===== src/rtl/binomial_coefficient_row_unit_core_defines.svh =====
// assertion macros shared by the binomial row unit rtl
`ifndef BINOMIAL_COEFFICIENT_ROW_UNIT_CORE_DEFINES_SVH
`define BINOMIAL_COEFFICIENT_ROW_UNIT_CORE_DEFINES_SVH

// same-cycle implication, sampled on clk, off during reset
`define BCR_ASSERT_IMP(lbl, ante, cons, msg) \
    lbl: assert property (@(posedge clk) disable iff (!rst_n) (ante) |-> (cons)) \
        else $error(msg);

// next-cycle implication, sampled on clk, off during reset
`define BCR_ASSERT_NXT(lbl, ante, cons, msg) \
    lbl: assert property (@(posedge clk) disable iff (!rst_n) (ante) |=> (cons)) \
        else $error(msg);

`endif


===== src/rtl/bcr_pkg.sv =====
// types and constants of the binomial row unit
`default_nettype none

package bcr_pkg;

    localparam int MAX_ROW   = 60;
    localparam int CNT_W     = 6;
    localparam int VALUE_W   = 63;
    localparam int ACC_W     = 64;
    localparam int MUL_STEPS = CNT_W;
    localparam int DIV_STEPS = ACC_W;
    localparam int MUL_CW    = $clog2(MUL_STEPS + 1);
    localparam int DIV_CW    = $clog2(DIV_STEPS + 1);

    localparam logic CMD_COEF = 1'b0;
    localparam logic CMD_ROW  = 1'b1;

    typedef struct packed {
        logic             cmd;
        logic [CNT_W-1:0] n_value;
        logic [CNT_W-1:0] k_value;
    } item_t;

    typedef struct packed {
        logic [VALUE_W-1:0] value;
        logic [CNT_W-1:0]   entry_index;
        logic               last;
        logic               error;
    } result_t;

endpackage

`default_nettype wire


===== src/rtl/bcr_mul.sv =====
// shift-add multiplier: wide operand times a small count, one count bit per cycle
`default_nettype none

module bcr_mul (
    input  wire logic                      clk,
    input  wire logic                      rst_n,
    input  wire logic                      start,
    input  wire logic [bcr_pkg::ACC_W-1:0] a,
    input  wire logic [bcr_pkg::CNT_W-1:0] b,
    output logic      [bcr_pkg::ACC_W-1:0] product,
    output logic                           done
);

    logic [bcr_pkg::ACC_W-1:0]  a_reg;
    logic [bcr_pkg::CNT_W-1:0]  b_reg;
    logic [bcr_pkg::ACC_W-1:0]  p_reg;
    logic [bcr_pkg::MUL_CW-1:0] cnt_reg;
    logic                       done_reg;

    always_ff @(posedge clk or negedge rst_n)
    begin
        if (!rst_n)
        begin
            cnt_reg  <= '0;
            done_reg <= 1'b0;
        end
        else
        begin
            done_reg <= 1'b0;
            if (start)
            begin
                cnt_reg <= bcr_pkg::MUL_CW'(bcr_pkg::MUL_STEPS);
            end
            else if (cnt_reg != '0)
            begin
                cnt_reg  <= cnt_reg - 1'b1;
                done_reg <= (cnt_reg == bcr_pkg::MUL_CW'(1));
            end
        end
    end

    always_ff @(posedge clk)
    begin
        if (start)
        begin
            a_reg <= a;
            b_reg <= b;
            p_reg <= '0;
        end
        else if (cnt_reg != '0)
        begin
            if (b_reg[0])
            begin
                p_reg <= p_reg + a_reg;
            end
            a_reg <= {a_reg[bcr_pkg::ACC_W-2:0], 1'b0};
            b_reg <= {1'b0, b_reg[bcr_pkg::CNT_W-1:1]};
        end
    end

    assign product = p_reg;
    assign done    = done_reg;

endmodule

`default_nettype wire


===== src/rtl/bcr_div.sv =====
// restoring divider: wide dividend by a small divisor, one quotient bit per cycle
`default_nettype none

module bcr_div (
    input  wire logic                      clk,
    input  wire logic                      rst_n,
    input  wire logic                      start,
    input  wire logic [bcr_pkg::ACC_W-1:0] dividend,
    input  wire logic [bcr_pkg::CNT_W-1:0] divisor,
    output logic      [bcr_pkg::ACC_W-1:0] quotient,
    output logic                           done
);

    logic [bcr_pkg::ACC_W-1:0]  q_reg;
    logic [bcr_pkg::CNT_W-1:0]  rem_reg;
    logic [bcr_pkg::CNT_W-1:0]  d_reg;
    logic [bcr_pkg::DIV_CW-1:0] cnt_reg;
    logic                       done_reg;
    logic [bcr_pkg::CNT_W:0]    trial;
    logic                       fits;

    // remainder stays below the divisor, so only the narrow part is wide
    always_comb
    begin
        trial = {rem_reg, q_reg[bcr_pkg::ACC_W-1]};
        fits  = (trial >= {1'b0, d_reg});
    end

    always_ff @(posedge clk or negedge rst_n)
    begin
        if (!rst_n)
        begin
            cnt_reg  <= '0;
            done_reg <= 1'b0;
        end
        else
        begin
            done_reg <= 1'b0;
            if (start)
            begin
                cnt_reg <= bcr_pkg::DIV_CW'(bcr_pkg::DIV_STEPS);
            end
            else if (cnt_reg != '0)
            begin
                cnt_reg  <= cnt_reg - 1'b1;
                done_reg <= (cnt_reg == bcr_pkg::DIV_CW'(1));
            end
        end
    end

    always_ff @(posedge clk)
    begin
        if (start)
        begin
            q_reg   <= dividend;
            rem_reg <= '0;
            d_reg   <= divisor;
        end
        else if (cnt_reg != '0)
        begin
            if (fits)
            begin
                rem_reg <= bcr_pkg::CNT_W'(trial - {1'b0, d_reg});
            end
            else
            begin
                rem_reg <= trial[bcr_pkg::CNT_W-1:0];
            end
            q_reg <= {q_reg[bcr_pkg::ACC_W-2:0], fits};
        end
    end

    assign quotient = q_reg;
    assign done     = done_reg;

endmodule

`default_nettype wire


===== src/rtl/binomial_coefficient_row_unit_core.sv =====
// binomial coefficient / pascal row unit: sequencer around serial multiply and divide
// each multiply-then-divide step runs the shift-add multiplier and then the
// bit-serial divider, with registered start pulses handing off between them.
// a coefficient request takes min(k, n-k) such steps before its result;
// a row request gives its first entry without any step, then one entry after
// each step, held while the result slot is stalled. one request is worked on at a time.
// reset (rst_n low, asynchronous) returns the sequencer to idle with no result pending.
`default_nettype none
`include "binomial_coefficient_row_unit_core_defines.svh"

module binomial_coefficient_row_unit_core (
    input  wire logic             clk,
    input  wire logic             rst_n,
    input  wire logic             item_valid,
    output logic                  item_stall,
    input  wire bcr_pkg::item_t   item_data,
    output logic                  result_valid,
    input  wire logic             result_stall,
    output bcr_pkg::result_t      result_data
);

    typedef enum logic [1:0] {
        S_IDLE,
        S_MUL,
        S_DIV,
        S_EMIT
    } state_t;

    state_t                     state_reg;
    logic                       mode_reg;
    logic                       err_reg;
    logic [bcr_pkg::CNT_W-1:0]  k_reg;
    logic [bcr_pkg::CNT_W-1:0]  a_reg;
    logic [bcr_pkg::CNT_W-1:0]  lim_reg;
    logic [bcr_pkg::CNT_W-1:0]  j_reg;
    logic [bcr_pkg::ACC_W-1:0]  acc_reg;
    logic                       mul_start_reg;
    logic                       div_start_reg;
    logic                       result_valid_reg;
    bcr_pkg::result_t           result_reg;

    logic                       mul_start_next;
    logic                       div_start_next;
    logic                       result_valid_next;

    logic [bcr_pkg::ACC_W-1:0]  product;
    logic                       mul_done;
    logic [bcr_pkg::ACC_W-1:0]  quotient;
    logic                       div_done;

    logic                       slot_free;
    logic                       coef_err;
    logic                       row_err;
    logic [bcr_pkg::CNT_W-1:0]  n_minus_k;
    logic [bcr_pkg::CNT_W-1:0]  kk;
    logic [bcr_pkg::CNT_W-1:0]  j_inc;
    logic                       emit_last;

    always_comb
    begin
        slot_free = !result_valid_reg || !result_stall;
        n_minus_k = item_data.n_value - item_data.k_value;
        coef_err  = (item_data.n_value == '0) || (item_data.k_value == '0)
                 || (item_data.k_value > item_data.n_value)
                 || (item_data.n_value > bcr_pkg::CNT_W'(bcr_pkg::MAX_ROW));
        row_err   = (item_data.n_value == '0)
                 || (item_data.n_value > bcr_pkg::CNT_W'(bcr_pkg::MAX_ROW));
        kk        = (n_minus_k < item_data.k_value) ? n_minus_k : item_data.k_value;
        j_inc     = j_reg + 1'b1;
        emit_last = err_reg || (mode_reg == bcr_pkg::CMD_COEF) || (j_reg == lim_reg);
    end

    // start pulses and result valid for the next cycle
    always_comb
    begin
        mul_start_next    = 1'b0;
        div_start_next    = 1'b0;
        result_valid_next = result_valid_reg && result_stall;
        unique case (state_reg)
            S_IDLE:
            begin
                mul_start_next = item_valid && (item_data.cmd == bcr_pkg::CMD_COEF)
                              && !coef_err && (kk != '0);
            end
            S_MUL:
            begin
                div_start_next = mul_done;
            end
            S_DIV:
            begin
                mul_start_next = div_done && (mode_reg == bcr_pkg::CMD_COEF)
                              && (j_inc != lim_reg);
            end
            S_EMIT:
            begin
                // a held result stays, a free slot takes the new one
                result_valid_next = 1'b1;
                mul_start_next    = slot_free && !emit_last;
            end
            default:
            begin
                div_start_next = 1'b0;
            end
        endcase
    end

    always_ff @(posedge clk or negedge rst_n)
    begin
        if (!rst_n)
        begin
            state_reg        <= S_IDLE;
            mul_start_reg    <= 1'b0;
            div_start_reg    <= 1'b0;
            result_valid_reg <= 1'b0;
            mode_reg         <= bcr_pkg::CMD_COEF;
            err_reg          <= 1'b0;
            k_reg            <= '0;
            a_reg            <= '0;
            lim_reg          <= '0;
            j_reg            <= '0;
            acc_reg          <= bcr_pkg::ACC_W'(1);
            result_reg       <= '0;
        end
        else
        begin
            mul_start_reg    <= mul_start_next;
            div_start_reg    <= div_start_next;
            result_valid_reg <= result_valid_next;

            unique case (state_reg)
                S_IDLE:
                begin
                    if (item_valid)
                    begin
                        mode_reg <= item_data.cmd;
                        k_reg    <= item_data.k_value;
                        acc_reg  <= bcr_pkg::ACC_W'(1);
                        j_reg    <= '0;
                        if (item_data.cmd == bcr_pkg::CMD_ROW)
                        begin
                            err_reg   <= row_err;
                            a_reg     <= item_data.n_value - 1'b1;
                            lim_reg   <= item_data.n_value - 1'b1;
                            state_reg <= S_EMIT;
                        end
                        else
                        begin
                            err_reg <= coef_err;
                            a_reg   <= item_data.n_value;
                            lim_reg <= kk;
                            if (coef_err || kk == '0)
                            begin
                                state_reg <= S_EMIT;
                            end
                            else
                            begin
                                state_reg <= S_MUL;
                            end
                        end
                    end
                end
                S_MUL:
                begin
                    if (mul_done)
                    begin
                        state_reg <= S_DIV;
                    end
                end
                S_DIV:
                begin
                    if (div_done)
                    begin
                        acc_reg <= quotient;
                        j_reg   <= j_inc;
                        if (mode_reg == bcr_pkg::CMD_COEF && j_inc != lim_reg)
                        begin
                            state_reg <= S_MUL;
                        end
                        else
                        begin
                            state_reg <= S_EMIT;
                        end
                    end
                end
                S_EMIT:
                begin
                    if (slot_free)
                    begin
                        result_reg.value       <= err_reg ? '0
                                                  : acc_reg[bcr_pkg::VALUE_W-1:0];
                        result_reg.entry_index <= (mode_reg == bcr_pkg::CMD_ROW)
                                                  ? j_reg : k_reg;
                        result_reg.last        <= emit_last;
                        result_reg.error       <= err_reg;
                        if (emit_last)
                        begin
                            state_reg <= S_IDLE;
                        end
                        else
                        begin
                            state_reg <= S_MUL;
                        end
                    end
                end
                default:
                begin
                    state_reg <= S_IDLE;
                end
            endcase
        end
    end

    // next row entry / coefficient step: acc * (a - j) / (j + 1), exact
    bcr_mul u_mul (
        .clk     (clk),
        .rst_n   (rst_n),
        .start   (mul_start_reg),
        .a       (acc_reg),
        .b       (a_reg - j_reg),
        .product (product),
        .done    (mul_done)
    );

    bcr_div u_div (
        .clk      (clk),
        .rst_n    (rst_n),
        .start    (div_start_reg),
        .dividend (product),
        .divisor  (j_inc),
        .quotient (quotient),
        .done     (div_done)
    );

    assign item_stall   = (state_reg != S_IDLE);
    assign result_valid = result_valid_reg;
    assign result_data  = result_reg;

    `BCR_ASSERT_IMP(a_err_result_zero, result_valid && result_data.error,
                    result_data.value == '0 && result_data.last,
                    "error result must be zero and last")
    `BCR_ASSERT_IMP(a_mul_done_in_mul, mul_done, state_reg == S_MUL,
                    "multiplier finished outside multiply state")
    `BCR_ASSERT_IMP(a_div_done_in_div, div_done, state_reg == S_DIV,
                    "divider finished outside divide state")
    `BCR_ASSERT_NXT(a_accept_leaves_idle, item_valid && !item_stall, state_reg != S_IDLE,
                    "accepted request did not start work")

endmodule

`default_nettype wire


===== config.mk =====
export PLATFORM = sky130hd
export DESIGN_NAME = binomial_coefficient_row_unit_core
export DESIGN_NICKNAME = d
export VERILOG_FILES = /design/src/rtl/bcr_pkg.sv /design/src/rtl/bcr_mul.sv /design/src/rtl/bcr_div.sv /design/src/rtl/binomial_coefficient_row_unit_core.sv
export VERILOG_INCLUDE_DIRS = /design/src /design/src/rtl
export SDC_FILE = /design/constraint.sdc
export NUM_CORES = 1
export LEC_CHECK = 0
export ABC_AREA = 1
export BUFFER_PORTS_ARGS = -buffer_cell sky130_fd_sc_hd__buf_2
export CORE_AREA = 2 2 273 221
export CTS_BUF_LIST = sky130_fd_sc_hd__clkbuf_16
export DETAILED_ROUTE_END_ITERATION = 10
export DIE_AREA = 0 0 275 223
export GPL_TIMING_DRIVEN = 0
export SYNTH_ARGS = -nofsm -noshare
export SYNTH_HDL_FRONTEND = slang
export SYNTH_HIERARCHICAL = 1
export SYNTH_SLANG_ARGS = --single-unit

===== constraint.sdc =====
create_clock -name clk -period 6.2 [get_ports clk]
set_input_delay 0.93 -clock clk [delete_from_list [all_inputs] [get_ports clk]]
set_output_delay 0.93 -clock clk [all_outputs]
set_load 0.05 [all_outputs]

# Word-level counts from Yosys, hierarchy flattened

Index checks and enable logic that the tools add are counted.

Flip-flop bits (word level): 388
Input bits: 17
Output and inout bits: 73
Logic and storage cells: 125

Add/subtract/negate cells: 8
Order comparisons: 4
Equal/unequal tests: 11
Multiplexer cells: 39
Bitwise logic cells: 2
Reductions and logical operators: 36

Operators with widths:

| operator                                                            | number |
|---|---|
| 64-bit two-way mux                                                  | 6 |
| 64-bit one-hot mux with 2 select lines                              | 1 |
| 64-bit adder                                                        | 1 |
| 63-bit two-way mux                                                  | 1 |
| 6-bit two-way mux                                                   | 9 |
| 6-bit logical NOT                                                   | 3 |
| 6-bit subtractor                                                    | 3 |
| 2-bit two-way mux                                                   | 7 |
| 7-bit two-way mux                                                   | 2 |
| 6-bit one-hot mux with 2 select lines                               | 1 |
| 1-bit logical AND                                                   | 8 |
| 1-bit logical OR                                                    | 8 |
| 1-bit two-way mux                                                   | 8 |
| 2-bit one-hot mux with 4 select lines                               | 1 |
| 2-bit nonzero test                                                  | 4 |
| 7-bit by 1-bit == test with 1-bit output (second input constant)    | 1 |
| 7-bit by 6-bit greater-or-equal comparator with 1-bit output        | 1 |
| 7-bit nonzero test                                                  | 1 |
| 7-bit by 1-bit subtractor with 7-bit output (second input constant) | 1 |
| 6-bit by 1-bit adder with 6-bit output (second input constant)      | 1 |
| 6-bit == test                                                       | 1 |
| 6-bit > comparator                                                  | 1 |
| 6-bit > comparator (second input constant)                          | 1 |
| 6-bit < comparator                                                  | 1 |
| other kinds (18)                                                    | 28 |

# Logic depth before layout (Yosys ltp)

Depth in word-level cells: 9
Depth in mapped cells: 23
Gate-level depth less buffers: 23

# Modules after synthesis

The synthesis kept the hierarchy.

Modules (own cells, without submodules):

| module                             | instances | cells an instance | area an instance (um^2) | seq. area each (um^2) |
|---|---|---|---|---|
| bcr_mul                            | 1         | 1,929             | 11,548.6                | 3,483.3 |
| binomial_coefficient_row_unit_core | 1         | 854               | 7,782.5                 | 4,155.2 |
| bcr_div                            | 1         | 418               | 3,910.0                 | 2,422.3 |

# Worst setup path after synthesis

No wires, ideal clock.

Path kind: input -> register
Start point: in item_data[6] (netlist name)
End point: reg state_reg[1]
Setup time: 122 ps
Data arrival time: 3,069 ps
Data required time: 6,078 ps
Path slack: 3,009 ps
Stages on the path: 19
Path buffers: 0
Path through: inv_1 > ha_1 > inv_1 > fa_1 > nand3_1 > nand3b_1 > nand2_1 > inv_1 > ha_1 > nand2_1 > inv_1 > nand2_1 > nand3_1 > o21ai_0 > nor2_1 > nand2_1 > nand3_1 > nand2_1 > nand2_1

Word-level cells in the longest chain between the ends: 9
Elaborated cells on any way between the ends: 15
Classes of those cells: add/sub: 1; order compare: 3; mux: 5; reduce/logical: 6

Ends and longest elaborated chain:

| element                                                | line                                                                                | text |
|---|---|---|
| start: declaration                                     | binomial_coefficient_row_unit_core.sv:16                                            | `input wire bcr_pkg::item_t item_data,` |
| 6-bit subtractor or 6-bit logical NOT (tied branches)  | binomial_coefficient_row_unit_core.sv:62, binomial_coefficient_row_unit_core.sv:63  |  |
| 6-bit < comparator or 1-bit logical OR (tied branches) | binomial_coefficient_row_unit_core.sv:68, binomial_coefficient_row_unit_core.sv:63  |  |
| 6-bit two-way mux or 1-bit logical OR (tied branches)  | binomial_coefficient_row_unit_core.sv:68, binomial_coefficient_row_unit_core.sv:64  |  |
| 6-bit logical NOT or 1-bit logical OR (tied branches)  | binomial_coefficient_row_unit_core.sv:151, binomial_coefficient_row_unit_core.sv:65 |  |
| 1-bit logical OR (*)                                   | binomial_coefficient_row_unit_core.sv:151                                           | `if (coef_err \|\| kk == '0)` |
| 2-bit two-way mux (*)                                  | binomial_coefficient_row_unit_core.sv:151                                           |  |
| 2-bit two-way mux (*)                                  | binomial_coefficient_row_unit_core.sv:139                                           | `if (item_data.cmd == bcr_pkg::CMD_ROW)` |
| 2-bit two-way mux (*)                                  | binomial_coefficient_row_unit_core.sv:133                                           | `if (item_valid)` |
| 2-bit one-hot mux with 4 select lines (*)              | binomial_coefficient_row_unit_core.sv:130                                           | `unique case (state_reg)` |
| end signal: assignment                                 | binomial_coefficient_row_unit_core.sv:144                                           | `state_reg <= S_EMIT;` |
| end signal: assignment                                 | binomial_coefficient_row_unit_core.sv:153                                           | `state_reg <= S_EMIT;` |
| end signal: assignment                                 | binomial_coefficient_row_unit_core.sv:157                                           | `state_reg <= S_MUL;` |
| end: declaration                                       | binomial_coefficient_row_unit_core.sv:29                                            | `state_t state_reg;` |

Mark *: on every way between the ends. The rest lies on a longest branch, timed or not. The select of a mux whose other input is x is not followed.
A chain may end at the register's enable or synchronous reset.

# Final worst setup path

Same ends and word-level chain as after synthesis.

==> impl_metrics.json <==
{
  "dieArea_sq_um": 61300,
  "fin_crit_sh_pct": 51.5,
  "endpoint": "state_reg[1]",
  "cts.sinks": 388,
  "hold_class": "primary input to asynchronous set/reset pin",
  "clk_pin_slew_worst_paths_ps": 60,
  "critPathLaunchType": "primary input",
  "hpwl_um": 50400,
  "core_sq_um": 58900,
  "relSlewSlack_pct": 22.0,
  "drtAntennaViolNets": 0,
  "io_pins": 90,
  "crit_path_max_fanout": 7,
  "critPathArrivalTime_ps": 3660,
  "cts_max_path_buffers": 3,
  "grt_overflow_total": 0,
  "ys_warn_count": 6,
  "placed_cells": 4071,
  "rsz0062_at_grt": "false",
  "row_count": 80,
  "nNetsFinal": 3452,
  "synth_top_family_by_area": "simple AND/OR/NAND/NOR gates",
  "synth_most_common_cell": "nand2_1",
  "drc": 0,
  "dr_wl_met2_um": 27000,
  "start_util_pct": 39.5,
  "drive_gt1_share_pct": 11.7,
  "fin_setup_tns_ps": 0,
  "antenna_found_initial": 0,
  "maxCapViolCount": 0,
  "synth_common_cells": "nand2_1, inv_1, nor2_1, dfrtp_1, edfxtp_1",
  "syn2layout_area_growth_pct": 13.0,
  "route.met3.wl_um": 3020,
  "dieHeight_um": 223,
  "timing.final.hold_violations": 0,
  "wirelength_um": 64800,
  "finalCriticalPeriod_ps": 3200,
  "ys_ff_latch": 388,
  "synth_fp_nets": 3316,
  "critPathLaunch": "item_data[6]",
  "synth-xor-area-share_pct": 1.92,
  "peakVddDrop_mv": 0.203,
  "worstSetupPathType": "primary input to flop",
  "numCtsBuffers": 43,
  "leakagePower_nw": 13.6,
  "clock_latency_ps": 590,
  "ctsHoldBuffers": 0,
  "yosysTopAreaCell": "nand2_1",
  "dieWidth_um": 275,
  "ys.flop_type": "dfrtp_1",
  "synthDistinctLibCells": 51,
  "syn_inst": 3201,
  "status": "finished, final reports clean",
  "vias": 19541,
  "worst_pin_slew_ps": 1170,
  "layout.area.seq_sq_um": 10100,
  "synth_area_sq_um": 23200,
  "p_per_area_nw_per_um2": 366,
  "port_buffers": 88,
  "cp.required_ps": 6670,
  "synth.top_cell.area_share_pct": 20.1,
  "synth_area_leaders": "nand2_1, dfrtp_1, edfxtp_1",
  "r2r_start": "mul_start_reg",
  "drtPass1Iterations": 5,
  "crit_path_end_kind": "flop",
  "maxSlewViolCount": 0,
  "cts_resized": 0,
  "fillers": 6165,
  "r2r_cells": 5,
  "synth-compound-area-share_pct": 7.37,
  "track_usage_pct": 21.5,
  "cts_tree": "done",
  "avgSynthCellArea_sq_um": 7.26,
  "post-route-util_pct": 44.6,
  "fin_cells": 4151,
  "post-cts-setup-buffers": 0,
  "synth_mux_area_share_pct": 0,
  "grt_pass1_wl_um": 104000,
  "wl_per_cell_um": 15.6,
  "synth-edff-count": 140,
  "setup_viol": 0,
  "diodes": 0,
  "p_total_mw": 9.61,
  "via_per_inst": 4.71,
  "top_layer": "met4",
  "largest_reg_flops": 71,
  "r2r_end": "u_mul/a_reg[44]",
  "cts_root_buf": "clkbuf_16",
  "fmax_mhz": 313,
  "async_flop_share_pct": 45.9,
  "met1Wirelength_um": 33500,
  "synth-seq-area-share_pct": 43.3,
  "gp_congestion": 0.950,
  "skew_ps": 28.7,
  "grt_pass1_vias": 18485,
  "grt_start_max_net_pins": 107,
  "synthAdderAreaFrac_pct": 5.41,
  "multiInputGateArea_sq_um": 10700,
  "drt_iter0_markers": 1336,
  "synth-simple-area-share_pct": 31.2,
  "htree_levels": 2,
  "r2r_slack_ps": 3290
}
layout by cell type (no fill, tap or decap), drive strengths merged:
master	n
nand3b	2
clkinvlp	1
a211oi	1
o22ai	5
xnor2	16
dfrtp	177
clkbuf	88
buf	137
inv	543
dfstp	1
o211ai	5
ha	94
nand3	119
o21bai	3
nor3	17
nor4	2
nor2	292
a22oi	4
nand4	27
fa	4
nand2	1285
o21ai	189
bufinv	5
clkinv	22
o21a	1
xor2	35
o221ai	1
dfxtp	70
and2	3
or2	6
a21oi	68
edfxtp	140
a31oi	9
critical path: stages:
cell and delay, ps:
buf_2 120, inv_1 130, ha_1 170, inv_1 70, fa_1 410, nand3_1 130
nand3b_1 90, nand2_1 90, inv_1 50, ha_1 260, nand2_1 100, nor2_1 50
nand2_1 110, nand3_1 210, o21ai_0 300, nor2_1 80, nand2_1 140, nand3_1 90
nand2_1 70, nand2_1 40
worst min path at each step:
stage | start | slack, ps | endpoint | depth (start not counted)
after CTS | rst_n | 320 | result_data[18] | 1
after floorplan | u_div/rem_reg[1] | 450 | u_div/rem_reg[1] | 2
after global routing | rst_n | 360 | result_data[18] | 1
after detailed placement | u_div/quotient[12] | 470 | acc_reg[12] | 2
final | rst_n | 280 | result_data[18] | 1
after global placement | u_div/quotient[56] | 470 | acc_reg[56] | 2
metrics by stage:
| stage | hold slack (ps) | setup WS, ps | instance area (sq um) |
|---|---|---|---|
| floorplan | 449 | 3010 | 23200 |
| global placement | 467 | 967 | 24700 |
| detailed placement | 468 | 2430 | 24800 |
| CTS | 322 | 3040 | 26300 |
| global route | 358 | 2640 | 26300 |
| finish | 284 | 3000 | 26300 |
per-layer routing:
| metal | GRT usage, % | up-vias |
|---|---|---|
| li1 | - | 10123 |
| met1 | 33.3 | 9014 |
| met2 | 31.6 | 342 |
| met3 | 2.98 | 62 |
| met4 | 4.74 | 0 |
| met5 | 0 | - |
cell type report:
| cell class | instances | area share, % |
|---|---|---|
| Buffer | 86 | 1.85 |
| Clock buffer | 48 | 4.57 |
| Clock inverter | 32 | 1.14 |
| Inverter | 539 | 7.73 |
| Multi-Input combinational cell | 2188 | 40.7 |
| Sequential cell | 388 | 38.3 |
| Tap cell | 779 | 3.71 |
| Timing Repair Buffer | 91 | 2.00 |
power by group:
group / total, mW / switching, mW / internal [mW]
clock: 2.71 / 1.10 / 1.61
sequential: 3.44 / 0.303 / 3.14
combinational: 3.46 / 2.29 / 1.18
cells by family after synthesis:
logic type / count (synthesis)
fa+ha+maj: 98
xor+xnor: 51
simple gates: 1753
flops: 388
compound gates: 286
buf+inv: 625
(Power assumes the default switching activity.)
